`src/rtl/iplpr_pkg.sv`:
```
// Shared types and constants of the IPv4 longest-prefix router.
// No dependencies; every other file of the block but iplpr_ram refers to this package.
`default_nettype none

package iplpr_pkg;

  localparam int unsigned ADDR_W  = 32;
  localparam int unsigned LEN_W   = 6;
  localparam int unsigned IFACE_W = 3;
  localparam int unsigned TTL_W   = 8;
  localparam int unsigned STAT_W  = 3;

  typedef enum logic [STAT_W-1:0] {
    ST_FORWARDED   = 3'd0,
    ST_TTL_EXPIRED = 3'd1,
    ST_NO_ROUTE    = 3'd2,
    ST_ADDED       = 3'd3,
    ST_FULL        = 3'd4
  } status_e;

  typedef enum logic [2:0] {
    S_IDLE,
    S_DECIDE,
    S_SCAN,
    S_DRAIN,
    S_DONE
  } state_e;

  // One request as it enters the block.
  typedef struct packed {
    logic               func;
    logic [ADDR_W-1:0]  add_prefix;
    logic [LEN_W-1:0]   prefix_len;
    logic               has_next_hop;
    logic [ADDR_W-1:0]  gateway_ip;
    logic [IFACE_W-1:0] iface_index;
    logic [ADDR_W-1:0]  dest_ip;
    logic [TTL_W-1:0]   ttl_in;
  } req_t;

  typedef struct packed {
    status_e            status;
    logic [IFACE_W-1:0] out_iface;
    logic [ADDR_W-1:0]  hop_ip;
    logic [TTL_W-1:0]   ttl_out;
  } rsp_t;

  // One stored route, as laid out in the table RAM.
  typedef struct packed {
    logic [ADDR_W-1:0]  prefix;
    logic [LEN_W-1:0]   len;
    logic               has_hop;
    logic [ADDR_W-1:0]  hop;
    logic [IFACE_W-1:0] iface;
  } entry_t;

  // Controller to datapath.
  typedef struct packed {
    logic    accept;
    logic    set_code;
    status_e code;
    logic    write_entry;
    logic    scan_read;
    logic    load_result;
  } cmd_t;

  // Datapath to controller.
  typedef struct packed {
    logic is_add;
    logic tbl_full;
    logic tbl_empty;
    logic ttl_expired;
    logic scan_last;
    logic out_free;
  } sts_t;

  // Top len bits set, len from 0 to 32.
  function automatic logic [ADDR_W-1:0] prefix_mask(input logic [LEN_W-1:0] len);
    logic [ADDR_W-1:0] ones;
    ones = '1;
    return ~(ones >> len);
  endfunction

endpackage

`default_nettype wire

```
`src/rtl/iplpr_if.sv`:
```
// Valid/ready channel interfaces for the router's request and response.
// Depends on iplpr_pkg for field widths and the status type.
`default_nettype none

interface iplpr_req_if;
  logic                              valid;
  logic                              ready;
  logic                              func;
  logic [iplpr_pkg::ADDR_W-1:0]      add_prefix;
  logic [iplpr_pkg::LEN_W-1:0]       prefix_len;
  logic                              has_next_hop;
  logic [iplpr_pkg::ADDR_W-1:0]      gateway_ip;
  logic [iplpr_pkg::IFACE_W-1:0]     iface_index;
  logic [iplpr_pkg::ADDR_W-1:0]      dest_ip;
  logic [iplpr_pkg::TTL_W-1:0]       ttl_in;

  modport source (
    output valid, func, add_prefix, prefix_len, has_next_hop, gateway_ip,
           iface_index, dest_ip, ttl_in,
    input  ready
  );
  modport sink (
    input  valid, func, add_prefix, prefix_len, has_next_hop, gateway_ip,
           iface_index, dest_ip, ttl_in,
    output ready
  );
endinterface

interface iplpr_rsp_if;
  logic                              valid;
  logic                              ready;
  iplpr_pkg::status_e                status;
  logic [iplpr_pkg::IFACE_W-1:0]     out_iface;
  logic [iplpr_pkg::ADDR_W-1:0]      hop_ip;
  logic [iplpr_pkg::TTL_W-1:0]       ttl_out;

  modport source (
    output valid, status, out_iface, hop_ip, ttl_out,
    input  ready
  );
  modport sink (
    input  valid, status, out_iface, hop_ip, ttl_out,
    output ready
  );
endinterface

`default_nettype wire

```
`src/rtl/iplpr_ram.sv`:
```
// Generic single-write, single-read RAM with registered read data.
// No dependencies.
`default_nettype none

module iplpr_ram #(
  parameter  int unsigned WIDTH = 8,
  parameter  int unsigned DEPTH = 16,
  localparam int unsigned AW    = (DEPTH > 1) ? $clog2(DEPTH) : 1
) (
  input  wire logic             clk_i,
  input  wire logic             we_i,
  input  wire logic [AW-1:0]    waddr_i,
  input  wire logic [WIDTH-1:0] wdata_i,
  input  wire logic             re_i,
  input  wire logic [AW-1:0]    raddr_i,
  output      logic [WIDTH-1:0] rdata_o
);

  logic [WIDTH-1:0] mem_q [DEPTH];
  logic [WIDTH-1:0] rdata_q;

  always_ff @(posedge clk_i) begin
    if (we_i) begin
      mem_q[waddr_i] <= wdata_i;
    end
    if (re_i) begin
      rdata_q <= mem_q[raddr_i];
    end
  end

  assign rdata_o = rdata_q;

endmodule

`default_nettype wire

```
`src/rtl/iplpr_ctrl.sv`:
```
// Sequencing controller of the router: accepts a request, decides its kind,
// steps the table scan and hands the result off. Depends on iplpr_pkg.
`default_nettype none

module iplpr_ctrl (
  input  wire logic            clk_i,
  input  wire logic            rst_ni,
  input  wire logic            req_valid_i,
  output      logic            req_ready_o,
  input  wire iplpr_pkg::sts_t sts_i,
  output      iplpr_pkg::cmd_t cmd_o
);

  iplpr_pkg::state_e state_q, state_d;

  always_ff @(posedge clk_i or negedge rst_ni) begin
    if (!rst_ni) begin
      state_q <= iplpr_pkg::S_IDLE;
    end else begin
      state_q <= state_d;
    end
  end

  always_comb begin
    state_d     = state_q;
    req_ready_o = 1'b0;
    cmd_o       = '0;
    cmd_o.code  = iplpr_pkg::ST_NO_ROUTE;
    unique case (state_q)
      iplpr_pkg::S_IDLE: begin
        req_ready_o = 1'b1;
        if (req_valid_i) begin
          cmd_o.accept = 1'b1;
          state_d      = iplpr_pkg::S_DECIDE;
        end
      end
      iplpr_pkg::S_DECIDE: begin
        cmd_o.set_code = 1'b1;
        state_d        = iplpr_pkg::S_DONE;
        priority if (sts_i.is_add) begin
          if (sts_i.tbl_full) begin
            cmd_o.code = iplpr_pkg::ST_FULL;
          end else begin
            cmd_o.code        = iplpr_pkg::ST_ADDED;
            cmd_o.write_entry = 1'b1;
          end
        end else if (sts_i.ttl_expired) begin
          cmd_o.code = iplpr_pkg::ST_TTL_EXPIRED;
        end else if (!sts_i.tbl_empty) begin
          // first table read goes out right away
          cmd_o.scan_read = 1'b1;
          state_d = sts_i.scan_last ? iplpr_pkg::S_DRAIN : iplpr_pkg::S_SCAN;
        end else begin
          state_d = iplpr_pkg::S_DONE;
        end
      end
      iplpr_pkg::S_SCAN: begin
        cmd_o.scan_read = 1'b1;
        if (sts_i.scan_last) begin
          state_d = iplpr_pkg::S_DRAIN;
        end
      end
      iplpr_pkg::S_DRAIN: begin
        state_d = iplpr_pkg::S_DONE;
      end
      iplpr_pkg::S_DONE: begin
        if (sts_i.out_free) begin
          cmd_o.load_result = 1'b1;
          state_d           = iplpr_pkg::S_IDLE;
        end
      end
      default: begin
        state_d = iplpr_pkg::S_IDLE;
      end
    endcase
  end

endmodule

`default_nettype wire

```
`src/rtl/iplpr_dp.sv`:
```
// Datapath of the router: request register, route table RAM, entry count,
// scan index, best-match tracking and the output register.
// Depends on iplpr_pkg and iplpr_ram.
`default_nettype none

module iplpr_dp #(
  parameter int unsigned TABLE_DEPTH = 16
) (
  input  wire logic            clk_i,
  input  wire logic            rst_ni,
  input  wire iplpr_pkg::req_t req_i,
  input  wire iplpr_pkg::cmd_t cmd_i,
  output      iplpr_pkg::sts_t sts_o,
  output      logic            rsp_valid_o,
  input  wire logic            rsp_ready_i,
  output      iplpr_pkg::rsp_t rsp_o
);

  localparam int unsigned AW = (TABLE_DEPTH > 1) ? $clog2(TABLE_DEPTH) : 1;
  localparam int unsigned CW = $clog2(TABLE_DEPTH + 1);
  localparam int unsigned EW = $bits(iplpr_pkg::entry_t);

  iplpr_pkg::req_t     req_q;
  iplpr_pkg::status_e  code_q;
  logic [CW-1:0]       count_q;
  logic [AW-1:0]       idx_q;
  logic                pend_q;
  logic                found_q;
  logic [iplpr_pkg::LEN_W-1:0]   best_len_q;
  logic                          best_has_hop_q;
  logic [iplpr_pkg::ADDR_W-1:0]  best_hop_q;
  logic [iplpr_pkg::IFACE_W-1:0] best_iface_q;
  logic                rsp_valid_q;
  iplpr_pkg::rsp_t     rsp_q;

  iplpr_pkg::entry_t   wr_entry;
  iplpr_pkg::entry_t   rd_entry;
  logic [EW-1:0]       rd_data;
  logic [iplpr_pkg::ADDR_W-1:0] rd_mask;
  logic                hit;
  logic                take;

  // Saturate the prefix length to the address width when storing.
  always_comb begin
    wr_entry.prefix  = req_q.add_prefix;
    wr_entry.len     = (req_q.prefix_len > iplpr_pkg::LEN_W'(iplpr_pkg::ADDR_W)) ?
                       iplpr_pkg::LEN_W'(iplpr_pkg::ADDR_W) : req_q.prefix_len;
    wr_entry.has_hop = req_q.has_next_hop;
    wr_entry.hop     = req_q.gateway_ip;
    wr_entry.iface   = req_q.iface_index;
  end

  iplpr_ram #(
    .WIDTH (EW),
    .DEPTH (TABLE_DEPTH)
  ) u_table (
    .clk_i   (clk_i),
    .we_i    (cmd_i.write_entry),
    .waddr_i (count_q[AW-1:0]),
    .wdata_i (wr_entry),
    .re_i    (cmd_i.scan_read),
    .raddr_i (idx_q),
    .rdata_o (rd_data)
  );

  assign rd_entry = iplpr_pkg::entry_t'(rd_data);
  assign rd_mask  = iplpr_pkg::prefix_mask(rd_entry.len);
  assign hit      = ((rd_entry.prefix ^ req_q.dest_ip) & rd_mask) == '0;
  // later entry wins a tie on length
  assign take     = pend_q && hit && (!found_q || (rd_entry.len >= best_len_q));

  always_ff @(posedge clk_i) begin
    if (cmd_i.accept) begin
      req_q <= req_i;
    end
    if (cmd_i.set_code) begin
      code_q <= cmd_i.code;
    end
    if (take) begin
      best_len_q     <= rd_entry.len;
      best_has_hop_q <= rd_entry.has_hop;
      best_hop_q     <= rd_entry.hop;
      best_iface_q   <= rd_entry.iface;
    end
    if (cmd_i.load_result) begin
      if ((code_q == iplpr_pkg::ST_NO_ROUTE) && found_q) begin
        rsp_q.status    <= iplpr_pkg::ST_FORWARDED;
        rsp_q.out_iface <= best_iface_q;
        rsp_q.hop_ip    <= best_has_hop_q ? best_hop_q : req_q.dest_ip;
        rsp_q.ttl_out   <= req_q.ttl_in - iplpr_pkg::TTL_W'(1);
      end else begin
        rsp_q.status    <= code_q;
        rsp_q.out_iface <= '0;
        rsp_q.hop_ip    <= '0;
        rsp_q.ttl_out   <= '0;
      end
    end
  end

  always_ff @(posedge clk_i or negedge rst_ni) begin
    if (!rst_ni) begin
      count_q     <= '0;
      idx_q       <= '0;
      pend_q      <= 1'b0;
      found_q     <= 1'b0;
      rsp_valid_q <= 1'b0;
    end else begin
      pend_q <= cmd_i.scan_read;
      if (cmd_i.write_entry) begin
        count_q <= count_q + CW'(1);
      end
      if (cmd_i.accept) begin
        idx_q   <= '0;
        found_q <= 1'b0;
      end else begin
        if (cmd_i.scan_read) begin
          idx_q <= idx_q + AW'(1);
        end
        if (take) begin
          found_q <= 1'b1;
        end
      end
      if (cmd_i.load_result) begin
        rsp_valid_q <= 1'b1;
      end else if (rsp_ready_i) begin
        rsp_valid_q <= 1'b0;
      end
    end
  end

  always_comb begin
    sts_o.is_add      = !req_q.func;
    sts_o.tbl_full    = count_q == CW'(TABLE_DEPTH);
    sts_o.tbl_empty   = count_q == '0;
    sts_o.ttl_expired = req_q.ttl_in < iplpr_pkg::TTL_W'(2);
    sts_o.scan_last   = (CW'(idx_q) + CW'(1)) == count_q;
    sts_o.out_free    = !rsp_valid_q || rsp_ready_i;
  end

  assign rsp_valid_o = rsp_valid_q;
  assign rsp_o       = rsp_q;

  a_no_write_when_full: assert property (@(posedge clk_i) disable iff (!rst_ni)
    cmd_i.write_entry |-> !sts_o.tbl_full)
    else $error("route written into a full table");

  a_count_bound: assert property (@(posedge clk_i) disable iff (!rst_ni)
    count_q <= CW'(TABLE_DEPTH))
    else $error("entry count above table depth");

  a_scan_in_range: assert property (@(posedge clk_i) disable iff (!rst_ni)
    cmd_i.scan_read |-> (CW'(idx_q) < count_q))
    else $error("scan reads past the last stored route");

  a_no_overwrite: assert property (@(posedge clk_i) disable iff (!rst_ni)
    cmd_i.load_result |-> (!rsp_valid_q || rsp_ready_i))
    else $error("result loaded over an untaken result");

endmodule

`default_nettype wire

```
`src/rtl/ipv4_longest_prefix_router.sv`:
```
// IPv4 routing table with longest-prefix match (top level).
// Depends on iplpr_pkg, iplpr_if, iplpr_ctrl, iplpr_dp and iplpr_ram.
//
// Usage:
//   req_i carries one request per valid/ready handshake. func=0 appends a
//   route (prefix, length, optional gateway, interface); func=1 routes a
//   datagram by dest_ip and ttl_in. rsp_o returns exactly one response per
//   request, in request order: status, out_iface, hop_ip, ttl_out (the last
//   three are zero unless the status is forwarded).
//   Timing: an add, a dropped datagram (TTL of 1 or less) or a lookup in an
//   empty table goes through the decide and done states to a valid response.
//   A lookup walks the N stored routes one per cycle through the table RAM's
//   single read port and then passes a drain state for the last read. The
//   next request is accepted the cycle after the response is loaded, so no
//   request is taken before the last one's response is loaded.
//   Stall: hold the response in the output register until rsp_o.ready; a
//   following request is still accepted and worked, and only its result
//   waits until the output register frees up.
//   Reset: rst_ni clears the route count and all control state; the route
//   RAM is not cleared since no entry is read before it is written.
`default_nettype none

module ipv4_longest_prefix_router #(
  parameter int unsigned TABLE_DEPTH = 16
) (
  input  wire logic   clk_i,
  input  wire logic   rst_ni,
  iplpr_req_if.sink   req_i,
  iplpr_rsp_if.source rsp_o
);

  iplpr_pkg::cmd_t cmd;
  iplpr_pkg::sts_t sts;
  iplpr_pkg::req_t req;
  iplpr_pkg::rsp_t rsp;
  logic            req_ready;
  logic            rsp_valid;

  // Gather the request fields into one word for the request register.
  always_comb begin
    req.func         = req_i.func;
    req.add_prefix   = req_i.add_prefix;
    req.prefix_len   = req_i.prefix_len;
    req.has_next_hop = req_i.has_next_hop;
    req.gateway_ip   = req_i.gateway_ip;
    req.iface_index  = req_i.iface_index;
    req.dest_ip      = req_i.dest_ip;
    req.ttl_in       = req_i.ttl_in;
  end

  assign req_i.ready = req_ready;

  // Controller: sequences accept, decide, scan, drain and hand-off.
  iplpr_ctrl u_ctrl (
    .clk_i       (clk_i),
    .rst_ni      (rst_ni),
    .req_valid_i (req_i.valid),
    .req_ready_o (req_ready),
    .sts_i       (sts),
    .cmd_o       (cmd)
  );

  // Datapath: table RAM, compare and best-match registers, output register.
  iplpr_dp #(
    .TABLE_DEPTH (TABLE_DEPTH)
  ) u_dp (
    .clk_i       (clk_i),
    .rst_ni      (rst_ni),
    .req_i       (req),
    .cmd_i       (cmd),
    .sts_o       (sts),
    .rsp_valid_o (rsp_valid),
    .rsp_ready_i (rsp_o.ready),
    .rsp_o       (rsp)
  );

  // Drive the response channel straight from the output register.
  assign rsp_o.valid     = rsp_valid;
  assign rsp_o.status    = rsp.status;
  assign rsp_o.out_iface = rsp.out_iface;
  assign rsp_o.hop_ip    = rsp.hop_ip;
  assign rsp_o.ttl_out   = rsp.ttl_out;

endmodule

`default_nettype wire
```
`src/flat_wrapper.sv`:
```
// flat-port wrapper written by rule: the top's interface ports become plain ports
module ipv4_longest_prefix_router_flat 
#(
  parameter int unsigned TABLE_DEPTH = 16
)
  (clk_i, rst_ni, req_i_valid, req_i_func, req_i_add_prefix, req_i_prefix_len, req_i_has_next_hop, req_i_gateway_ip, req_i_iface_index, req_i_dest_ip, req_i_ttl_in, req_i_ready, rsp_o_valid, rsp_o_status, rsp_o_out_iface, rsp_o_hop_ip, rsp_o_ttl_out, rsp_o_ready);
  iplpr_req_if req_i_i ();
  iplpr_rsp_if rsp_o_i ();
  input  wire logic clk_i;
  input  wire logic rst_ni;
  input wire logic [$bits(req_i_i.valid)-1:0] req_i_valid;
  input wire logic [$bits(req_i_i.func)-1:0] req_i_func;
  input wire logic [$bits(req_i_i.add_prefix)-1:0] req_i_add_prefix;
  input wire logic [$bits(req_i_i.prefix_len)-1:0] req_i_prefix_len;
  input wire logic [$bits(req_i_i.has_next_hop)-1:0] req_i_has_next_hop;
  input wire logic [$bits(req_i_i.gateway_ip)-1:0] req_i_gateway_ip;
  input wire logic [$bits(req_i_i.iface_index)-1:0] req_i_iface_index;
  input wire logic [$bits(req_i_i.dest_ip)-1:0] req_i_dest_ip;
  input wire logic [$bits(req_i_i.ttl_in)-1:0] req_i_ttl_in;
  output wire logic [$bits(req_i_i.ready)-1:0] req_i_ready;
  output wire logic [$bits(rsp_o_i.valid)-1:0] rsp_o_valid;
  output wire logic [$bits(rsp_o_i.status)-1:0] rsp_o_status;
  output wire logic [$bits(rsp_o_i.out_iface)-1:0] rsp_o_out_iface;
  output wire logic [$bits(rsp_o_i.hop_ip)-1:0] rsp_o_hop_ip;
  output wire logic [$bits(rsp_o_i.ttl_out)-1:0] rsp_o_ttl_out;
  input wire logic [$bits(rsp_o_i.ready)-1:0] rsp_o_ready;
  assign req_i_i.valid = req_i_valid;
  assign req_i_i.func = req_i_func;
  assign req_i_i.add_prefix = req_i_add_prefix;
  assign req_i_i.prefix_len = req_i_prefix_len;
  assign req_i_i.has_next_hop = req_i_has_next_hop;
  assign req_i_i.gateway_ip = req_i_gateway_ip;
  assign req_i_i.iface_index = req_i_iface_index;
  assign req_i_i.dest_ip = req_i_dest_ip;
  assign req_i_i.ttl_in = req_i_ttl_in;
  assign req_i_ready = req_i_i.ready;
  assign rsp_o_valid = rsp_o_i.valid;
  assign rsp_o_status = rsp_o_i.status;
  assign rsp_o_out_iface = rsp_o_i.out_iface;
  assign rsp_o_hop_ip = rsp_o_i.hop_ip;
  assign rsp_o_ttl_out = rsp_o_i.ttl_out;
  assign rsp_o_i.ready = rsp_o_ready;
  ipv4_longest_prefix_router #(.TABLE_DEPTH(TABLE_DEPTH)) u_core (.clk_i(clk_i), .rst_ni(rst_ni), .req_i(req_i_i), .rsp_o(rsp_o_i));
endmodule
```
`config.mk`:
```
export PLATFORM = sky130hd
export DESIGN_NAME = ipv4_longest_prefix_router_flat
export DESIGN_NICKNAME = d
export VERILOG_FILES = /design/src/rtl/iplpr_pkg.sv /design/src/rtl/iplpr_if.sv /design/src/rtl/iplpr_ram.sv /design/src/rtl/iplpr_ctrl.sv /design/src/rtl/iplpr_dp.sv /design/src/rtl/ipv4_longest_prefix_router.sv /design/src/flat_wrapper.sv
export SDC_FILE = /design/constraint.sdc
export NUM_CORES = 1
export LEC_CHECK = 0
export BUFFER_PORTS_ARGS = -buffer_cell sky130_fd_sc_hd__buf_4
export CORE_ASPECT_RATIO = 1.75
export CORE_MARGIN = 3
export CORE_UTILIZATION = 40
export DETAILED_ROUTE_END_ITERATION = 6
export GPL_TIMING_DRIVEN = 0
export PLACE_DENSITY = 0.61
export SYNTH_ARGS = -nofsm -noshare
export SYNTH_HDL_FRONTEND = slang
export SYNTH_SLANG_ARGS = --single-unit
```
`constraint.sdc`:
```
create_clock -name clk_i -period 5.1 [get_ports clk_i]
set_input_delay 0.51 -clock clk_i [delete_from_list [all_inputs] [get_ports clk_i]]
set_output_delay 0.51 -clock clk_i [all_outputs]
set_load 0.1 [all_outputs]
```
---- Word level (Yosys, flattened, before mapping) ----
Memory sizes are Yosys's and may differ from the RTL's. A register that Yosys moved wholly into a read port is not among the register bits.
Cells that the tools add are included.
W data, S select, Z words.
operators by class
  add/sub/neg operators ................... 4
  $lt $le $gt $ge ......................... 3
  equal/unequal tests ..................... 10
  shifts and indexed selects .............. 1
  multiplexer cells ....................... 33
  bitwise operators ....................... 3
  reductions and logical operators ........ 14
operator list
  kind                     number
  $and A32 B32 Y32         1
  $logic_not A32 Y1        1
  $mux W32                 1
  $not A32 Y32             1
  $shr A32 B6 Y32 const A  1
  $xor A32 B32 Y32         1
  $mux W3                  8
  $mux W1                  17
  $pmux W3 S5              1
  $eq A3 B2 Y1 const B     3
  $lt A8 B2 Y1 const B     1
  $mux W4                  2
  $sub A8 B1 Y8 const B    1
  $ge A6 B6 Y1             1
  $gt A6 B6 Y1 const B     1
  $mux W6                  1
  $reduce_bool A2 Y1       3
  $add A4 B1 Y5 const B    1
  $add A5 B1 Y5 const B    1
  $eq A5 B5 Y1             1
  $eq A5 B5 Y1 const B     1
  $logic_not A5 Y1         1
  $mux W5                  1
  $add A4 B1 Y4 const B    1
  11 further kinds         16
word-level totals
  flip-flop bits (word level) ............. 221
  memory bits (writable) .................. 1,184
  bits of input ports ..................... 119
  logic and storage cells ................. 92
  memories ................................ 1
memory list
  memory                     depth  width  read ports  clocked after Yosys merged registers in  wr ports  line             text
  u_core.u_dp.u_table.mem_q  16     74     1           1                                        1         iplpr_ram.sv:19  logic [WIDTH-1:0] mem_q [DEPTH];

---- Depth between registers and ports, before layout ----
Gate-level depths: netlist of the first run.
  depth after elaboration ................. 8
  gate-level depth with buffers ........... 9
  mapped depth without buffers ............ 8

---- By module ----
Synthesis of the first run repeated with hierarchy kept, for this count alone.
unflattened totals
  cells, all modules ...................... 2,437
  area, all modules ....................... 55,159.2 um^2
by module, submodules not included
  module      instances  cells each  area each (um^2)  sequential area each (um^2)
  iplpr_ram   1          1,901       46,497.1          37,776.2
  iplpr_dp    1          509         8,413.1           6,486.2
  iplpr_ctrl  1          27          249.0             75.1

---- Worst setup path before layout of the first run ----
OpenSTA, ideal clock, no wires.
  path type ............................... reg-to-reg
  start ................................... register u_core.u_ctrl.state_q[2]
  end ..................................... register u_core.u_dp.req_q[0] (netlist name) (enable)
  setup time .............................. 0.521 ns
  arrival time ............................ 6.232 ns
  slack ................................... -1.652 ns
  cell stages (with the launch flop) ...... 5
  buffers on the path ..................... 2
  clock period less this slack ............ 6.752 ns
  cells stage by stage .................... dfrtp_1 -> clkbuf_1 -> nor3_1 -> and2_1 -> clkbuf_1
RTL lines
  what                    line              text
  from (decl)             iplpr_ctrl.sv:14  iplpr_pkg::state_e state_q, state_d;
  from (signal assigned)  iplpr_ctrl.sv:18  state_q <= iplpr_pkg::S_IDLE;
  from (signal assigned)  iplpr_ctrl.sv:20  state_q <= state_d;
  to (signal assigned)    iplpr_dp.sv:74    req_q <= req_i;
  to (decl)               iplpr_dp.sv:23    iplpr_pkg::req_t req_q;

==> flow_summary.yaml, run 1 <==
min_path:
  hp-start: "req_i_valid"
  min_path_cells: 3
  min_path_type: "in -> reg"
  hold_end: "u_core.u_ctrl.state_q[0]"
final_layout:
  final_common_cell: "edfxtp_1"
  multi_input_area_sq_um: 10400
  nets: 2846
  fin_util_pct: 47.6
  seq_area_sq_um: 44300
  final_cell_mix: "edfxtp_1, mux4_2, buf_4"
  layout-drive-gt1-share_pct: 28.9
  nFillCells: 10993
  syn2layout_area_growth_pct: 17.7
critical_path:
  timing.rr.start: "u_core.u_dp.idx_q[1]"
  crit_family: "buffers and inverters"
  slowest_stage: "clkbuf_1"
  crit_path_max_fanout: 10
  critical-path-max-stage-delay_ps: 1000
  r2r_cells: 5
  cp_cell_sequence: "buf_2, clkbuf_1, clkbuf_1, mux4_2, mux4_2"
  crit_buf_inv: 3
  crit_required_ps: 5560
  worstSetupEndpointType: "flip-flop"
  crit_type: "reg -> reg"
  r2r_end: "u_core.u_dp.u_table.rdata_o[40]"
  start_kind: "flip-flop"
  reg2reg_slack_ps: 1360
  cp.arrival_ps: 4200
routing:
  drt_wl_total_mm: 140
  first_iter_violations: 2581
  antenna_left: 0
  wl_per_cell_microns: 30.2
  drcViolationCount: 3
  vias_per_cell: 5.52
  first_pass_iters: 7
  vias: 25532
floorplanning:
  initial_core_util_pct: 40.4
  rows: 179
  chipHeight_microns: 497
  core-area_sq_um: 137000
  dieArea_sq_um: 143000
  die_x_microns: 287
  pin_count: 167
logic_synthesis:
  yosysSeqAreaShare_pct: 80.3
  synth.cell_area_sq_um: 55200
  synth_top_area_cell: "edfxtp_1"
  synth_warnings: 0
  synth_area_leaders: "edfxtp_1, mux4_2, dfrtp_1"
  synth-seq-cells: 1479
  synth_cell_type_count: 52
  async_reset_ff_share_pct: 1.01
  synth_edf_count: 1464
  ys.flop_type: "edfxtp_1"
  synthesis.nets: 2397
  syn_area_per_cell_sq_um: 24.4
  syn-instance-count: 2266
  yosysTopAreaCellShare_pct: 79.6
status:
  violations: "design-rule violations"
  status: "finished with violations"
global_route:
  gr-total-overflow: 0
  grt_pass1_wl_mm: 198
  grt_pass1_vias: 27136
  grt_max_degree: 65
  gr-usage-all-layers_pct: 19.7
  antenna_found_initial: 2
clock_tree:
  numClockSinks: 1479
  clk_path_buf_depth: 3
  ctsHtreeMaxLevel: 4
  cts_setup_buffers: 0
  cts_root_buffer: "clkbuf_16"
  cts_buffers: 131
  clk_pin_slew_ps: 60
  cts_tree: "built"
  clkLatencyLatePin_ps: 760
placement:
  post-dp-hpwl_mm: 85.1
  numPortBuffers: 166
  pre_cts_slack_ps: 1310
  place.gp.congestion: 0.851
timing:
  maxSlewHeadroom_pct: 11.8
  drv_slew: 0
  fmax_mhz: 267
  fin_skew_ps: 27.1
  worst_pin_slew_ps: 1320
  layout_setup_ws_ps: 1360
  layout_min_cycle_time_ps: 3740
  finalCritPeriodShare_pct: 73.3
  setup_violations: 0
  rsz0062_at_grt: "false"
  hold_viol_final: 0
run:
  max_cap_violations: 0
power_and_ir_drop:
  p_leak_nw: 20.3
  p_per_area_nw_per_um2: 483
  ir_worst_vdd_uv: 315
==> cells in the mapped netlist, types with 5 or more instances <==
cell type,n
o21ai_0,16
buf_2,38
xnor2_1,23
nor2b_1,7
nor2_1,57
xor2_1,26
edfxtp_1,1464
mux2i_1,32
clkbuf_1,61
inv_1,20
ha_1,12
nand2_1,13
nor4_1,5
buf_1,5
and2_1,11
dfrtp_1,15
nor3_1,10
mux4_2,370
a21oi_1,14
and3_1,8
==> worst max-delay path by stage <==
stage / start / to / slack (ps) / depth (start not counted)
finish: u_core.u_dp.idx_q[1] / u_core.u_dp.u_table.rdata_o[40] / 1360 / 5
CTS: u_core.u_dp.idx_q[1] / u_core.u_dp.u_table.rdata_o[40] / 1290 / 5
floorplan: u_core.u_ctrl.state_q[2] / u_core.u_dp.req_q[0] / 130 / 4
global placement: u_core.u_dp.count_q[0] / u_core.u_dp.u_table.mem_q[12][10] / -1570 / 6
detailed placement: u_core.u_dp.idx_q[1] / u_core.u_dp.u_table.rdata_o[40] / 1310 / 5
global route: u_core.u_dp.count_q[0] / u_core.u_dp.u_table.mem_q[1][11] / 1160 / 8
==> power breakdown <==
part	total (mW)	switching (mW)	internal (mW)	leakage [nW]
logic	5.53	3.33	2.20	4.84
clock network	9.74	4.32	5.41	2.01
registers	16.1	0.970	15.2	13.5
total	31.4	8.62	22.8	20.3
==> routing by layer <==
| layer | global-route usage, % | vias up | part of all wire (%) |
|---|---|---|---|
| met4 | 6.41 | 2 | 3.1 |
| met2 | 35.3 | 1031 | 54 |
| met3 | 3.01 | 221 | 5.6 |
| met5 | 0 | - | 0.0093 |
| met1 | 24.5 | 13764 | 38 |
| li1 | - | 10514 | - |
==> cell families (layout without fill, tap and decap cells) <==
family / Yosys count / after routing / synth area share, %
buffers and inverters: 127 / 675 / 0.977
AO/OA/AOI/OAI: 59 / 59 / 0.707
multiplexers: 402 / 402 / 15.7
adder cells (fa/ha/maj): 12 / 12 / 0.272
other: 0 / 2 / 0
flip-flops: 1479 / 1479 / 80.3
AND/OR/NAND/NOR: 138 / 138 / 1.29
XOR/XNOR: 49 / 49 / 0.777
==> tightest hold or removal path, cell delays in order <==
cell and delay (ps):
buf_4 120, nand2_1 60, a21oi_1 60
==> registers in the layout, summed over array words and instances (netlist names), 3 cells and up <==
register	count
u_core.u_dp.best_hop_q	32
u_core.u_dp.code_q	3
u_core.u_dp.idx_q	4
u_core.u_dp.best_iface_q	3
u_core.u_dp.u_table.mem_q	1184
u_core.u_dp.u_table.rdata_o	74
u_core.u_dp.best_len_q	6
u_core.u_dp.req_q	115
u_core.u_dp.rsp_o	46
u_core.u_ctrl.state_q	3
u_core.u_dp.count_q	5
==> through the flow <==
stage	instance area [sq um]	power, mW	cells	hold slack [ps]	setup TNS (ps)
2_1_floorplan	55200	19.6	2266	214	0
3_3_place_gp	58700	21.6	4242	402	-1732070
3_5_place_dp	59700	21.9	4276	405	0
4_1_cts	65000	31.7	4624	1.10	0
5_1_grt	65000	32.5	4625	19.0	0
6_report	65000	31.4	4626	44.9	0
==> final cells by class <==
class / instances / area share, %
flip-flops and latches: 1479 / 68.2
well taps: 1810 / 3.49
clock inverters: 62 / 0.980
repair buffers: 316 / 5.05
diodes: 2 / 0.00770
plain buffers: 107 / 0.730
multi-input cells: 660 / 16.0
inverters: 20 / 0.116
clock buffers: 170 / 5.37
==> timing repair <==
item / 4_1_cts / 5_1_grt
endpoints found under the hold margin: 130 / 0
gates resized for setup: 0 / 0
hold buffers: 116 / 0
Power figures use the tool's default switching activity.
==> run 2: changes to the inputs <==
--- a/config.mk
+++ b/config.mk
@@ -5,6 +5,7 @@
 export SDC_FILE = /design/constraint.sdc
 export NUM_CORES = 1
 export LEC_CHECK = 0
+export ABC_AREA = 1
 export BUFFER_PORTS_ARGS = -buffer_cell sky130_fd_sc_hd__buf_4
 export CORE_ASPECT_RATIO = 1.75
 export CORE_MARGIN = 3
==> constraint.sdc (replaced) <==
create_clock -name clk_i -period 3.65 [get_ports clk_i]
set_input_delay 0.365 -clock clk_i [delete_from_list [all_inputs] [get_ports clk_i]]
set_output_delay 0.365 -clock clk_i [all_outputs]
set_load 0.1 [all_outputs]
==> run 2 against run 1 <==
Effect of this change: the flow still finishes with violations (design-rule violations); critical path depth rose by 3; first-iteration DRC count rose by 44%; synthesized area rose by 2.7%; worst hold slack improved by 260 ps; sequential share of layout area fell by 2.0 points; count of clock-buffer cells in the layout fell by 6; final cell count rose by 40%; critical endpoint is now u_core.u_dp.u_table.rdata_o[37]; largest power group unchanged.
==> flow_summary.yaml, run 2 <==
placement:
  dpl_cell_area_sq_um: 61600
  place.gp.congestion: 0.898
  post-dp-hpwl_mm: 118
  dpl.cell_count: 6130
  pre_cts_slack_ps: -115
  numPortBuffers: 166
floorplanning:
  dieArea_sq_um: 147000
  core-area_sq_um: 141000
  pin_count: 167
  initial_core_util_pct: 40.3
  chipHeight_microns: 504
  rows: 182
  die_x_microns: 291
power_and_ir_drop:
  p_per_area_nw_per_um2: 733
  p_leak_nw: 22.2
  ir_worst_vdd_uv: 352
  power.total_mw: 49.1
timing:
  layout_min_cycle_time_ps: 3590
  finalCritPeriodShare_pct: 98.5
  fin_skew_ps: 32.4
  setup_violations: 0
  rsz0062_at_grt: "false"
  layout_setup_ws_ps: 56.2
  fmax_mhz: 278
  hold_viol_final: 0
  worst_pin_slew_ps: 1250
  drv_slew: 0
  fin_setup_tns_ps: 0
  maxSlewHeadroom_pct: 16.4
clock_tree:
  cts_root_buffer: "clkbuf_16"
  cts_tree: "built"
  cts_setup_buffers: 0
  ctsHtreeMaxLevel: 4
  clk_pin_slew_ps: 70
  clkLatencyLatePin_ps: 780
  numClockSinks: 1479
  cts_buffers: 131
  clk_path_buf_depth: 3
critical_path:
  critical-path-max-stage-delay_ps: 760
  cp_cell_sequence: "buf_4, inv_2, buf_4, clkbuf_1, o21ai_0, o22ai_1, o21ai_1, o22ai_1"
  cp.arrival_ps: 4030
  crit_required_ps: 4090
  start_kind: "flip-flop"
  reg2reg_slack_ps: 60
  slowest_stage: "o22ai_1"
  crit_type: "reg -> reg"
  crit_path_max_fanout: 11
  worstSetupEndpointType: "flip-flop"
final_layout:
  nets: 4672
  final_area_sq_um: 66900
  syn2layout_area_growth_pct: 18.0
  fin_cells: 6482
  max_flop_register: "u_core.u_dp.u_table.mem_q"
  final_cell_mix: "edfxtp_1, nor2_1, o21ai_0"
  layout-drive-gt1-share_pct: 12.2
  final_common_cell: "edfxtp_1"
  largest_reg_flops: 1184
logic_synthesis:
  yosys-top-cells-count: "edfxtp_1, nor2_1, o21ai_0, o22ai_1, nand2_1"
  async_reset_ff_share_pct: 1.01
  synth_warnings: 0
  syn-instance-count: 4067
  ys.flop_type: "edfxtp_1"
  yosysSeqAreaShare_pct: 78.2
  yosysTopAreaCellShare_pct: 77.5
  synth_top_area_cell: "edfxtp_1"
  synth_area_leaders: "edfxtp_1, nor2_1, o21ai_0"
  synth-seq-cells: 1479
  syn_area_per_cell_sq_um: 13.9
  synth.cell_area_sq_um: 56700
  synth_edf_count: 1464
  synthesis.nets: 4198
  synth_most_common_cell: "edfxtp_1"
  synth_cell_type_count: 38
global_route:
  antenna_found_initial: 7
  grt_pass1_vias: 36336
  grt_max_degree: 42
  gr-total-overflow: 0
  gr-usage-all-layers_pct: 22.7
  grt_pass1_wl_mm: 245
status:
  violations: "design-rule violations"
  status: "finished with violations"
routing:
  first_pass_iters: 7
  drcViolationCount: 3
  drt_wl_total_mm: 170
  vias_per_cell: 5.61
  wl_per_cell_microns: 26.2
  antenna_left: 0
  first_iter_violations: 3721
  vias: 36387
min_path:
  min_path_type: "in -> reg"
run:
  max_cap_violations: 0
## run 2: cell types whose count changed in the layout (fill, tap and decap cells not counted), sizes merged, moves of 70 or more
cell | previous run | this run
clkbuf | 231 | 301
a21oi | 14 | 85
nand2 | 13 | 209
nor2 | 58 | 786
o22ai | 2 | 351
mux4 | 370 | 0
o21ai | 16 | 718
buf | 246 | 344
## run 2: power breakdown
part | switching, mW | total [mW] | internal [mW] | leakage, nW
clock | 6.21 | 13.7 | 7.47 | 2.01
combinational | 9.33 | 12.6 | 3.28 | 6.76
sequential | 1.54 | 22.8 | 21.3 | 13.5
total | 17.1 | 49.1 | 32.0 | 22.2
## run 2: final timing paths
check	from	end	depth (start not counted)
min	req_i_add_prefix[2]	u_core.u_dp.req_q[84]	2
max reg2reg	u_core.u_dp.idx_q[1]	u_core.u_dp.u_table.rdata_o[37]	8
max in group asynchronous	rst_ni	u_core.u_dp.rsp_valid_o	3
min in group asynchronous	rst_ni	u_core.u_dp.idx_q[3]	3
min reg2reg	u_core.u_dp.u_table.rdata_o[33]	u_core.u_dp.best_hop_q[30]	0
max	u_core.u_dp.idx_q[1]	u_core.u_dp.u_table.rdata_o[37]	8
## run 2: cell type report
class	count	area, sq um
inverter	74	285
tap	1840	2300
buffer	258	1280
fill	12192	73800
clock buffer	164	3530
timing repair buffer	342	3620
multi-input combinational	2255	11000
antenna	3	7.51
clock inverter	67	606
sequential	1479	44300
## run 2: per-layer routing
metal,routed length [microns],track usage [%]
met5,35,0
met4,10300,12.9
met3,11800,3.39
met2,87200,40.1
met1,60800,26.3
## run 2: through the flow
| step | util (%) | hold slack (ps) |
|---|---|---|
| after floorplan | - | 69.4 |
| after global placement | 42.8 | 246 |
| after detailed placement | 43.8 | 248 |
| after CTS | 47.5 | 248 |
| after global routing | 47.6 | 288 |
| final | 47.6 | 306 |
## run 2: kinds of logic after synthesis
family | after synthesis | share of synthesized area (%)
and+or+nand+nor | 1034 | 7.04
xor gates and xnor gates | 29 | 0.448
buffers and inverters | 333 | 2.77
AOI/OAI and AO/OA | 1180 | 11.3
DFF | 1479 | 78.2
adders and majority gates | 12 | 0.265
## run 2: timing repair
action | CTS | global route
endpoints found under the hold margin | 133 | 0
hold buffers | 119 | 0
endpoints found under the setup margin | 3 | 1
resized for setup | 0 | 1
## run 2: worst max-delay path, delay by kind of cell, from the launching register on
kind / cells / cell delay (ps)
buffers and inverters: 4 / 1580
AOI/OAI and AO/OA: 4 / 1240
DFF: 1 / 380
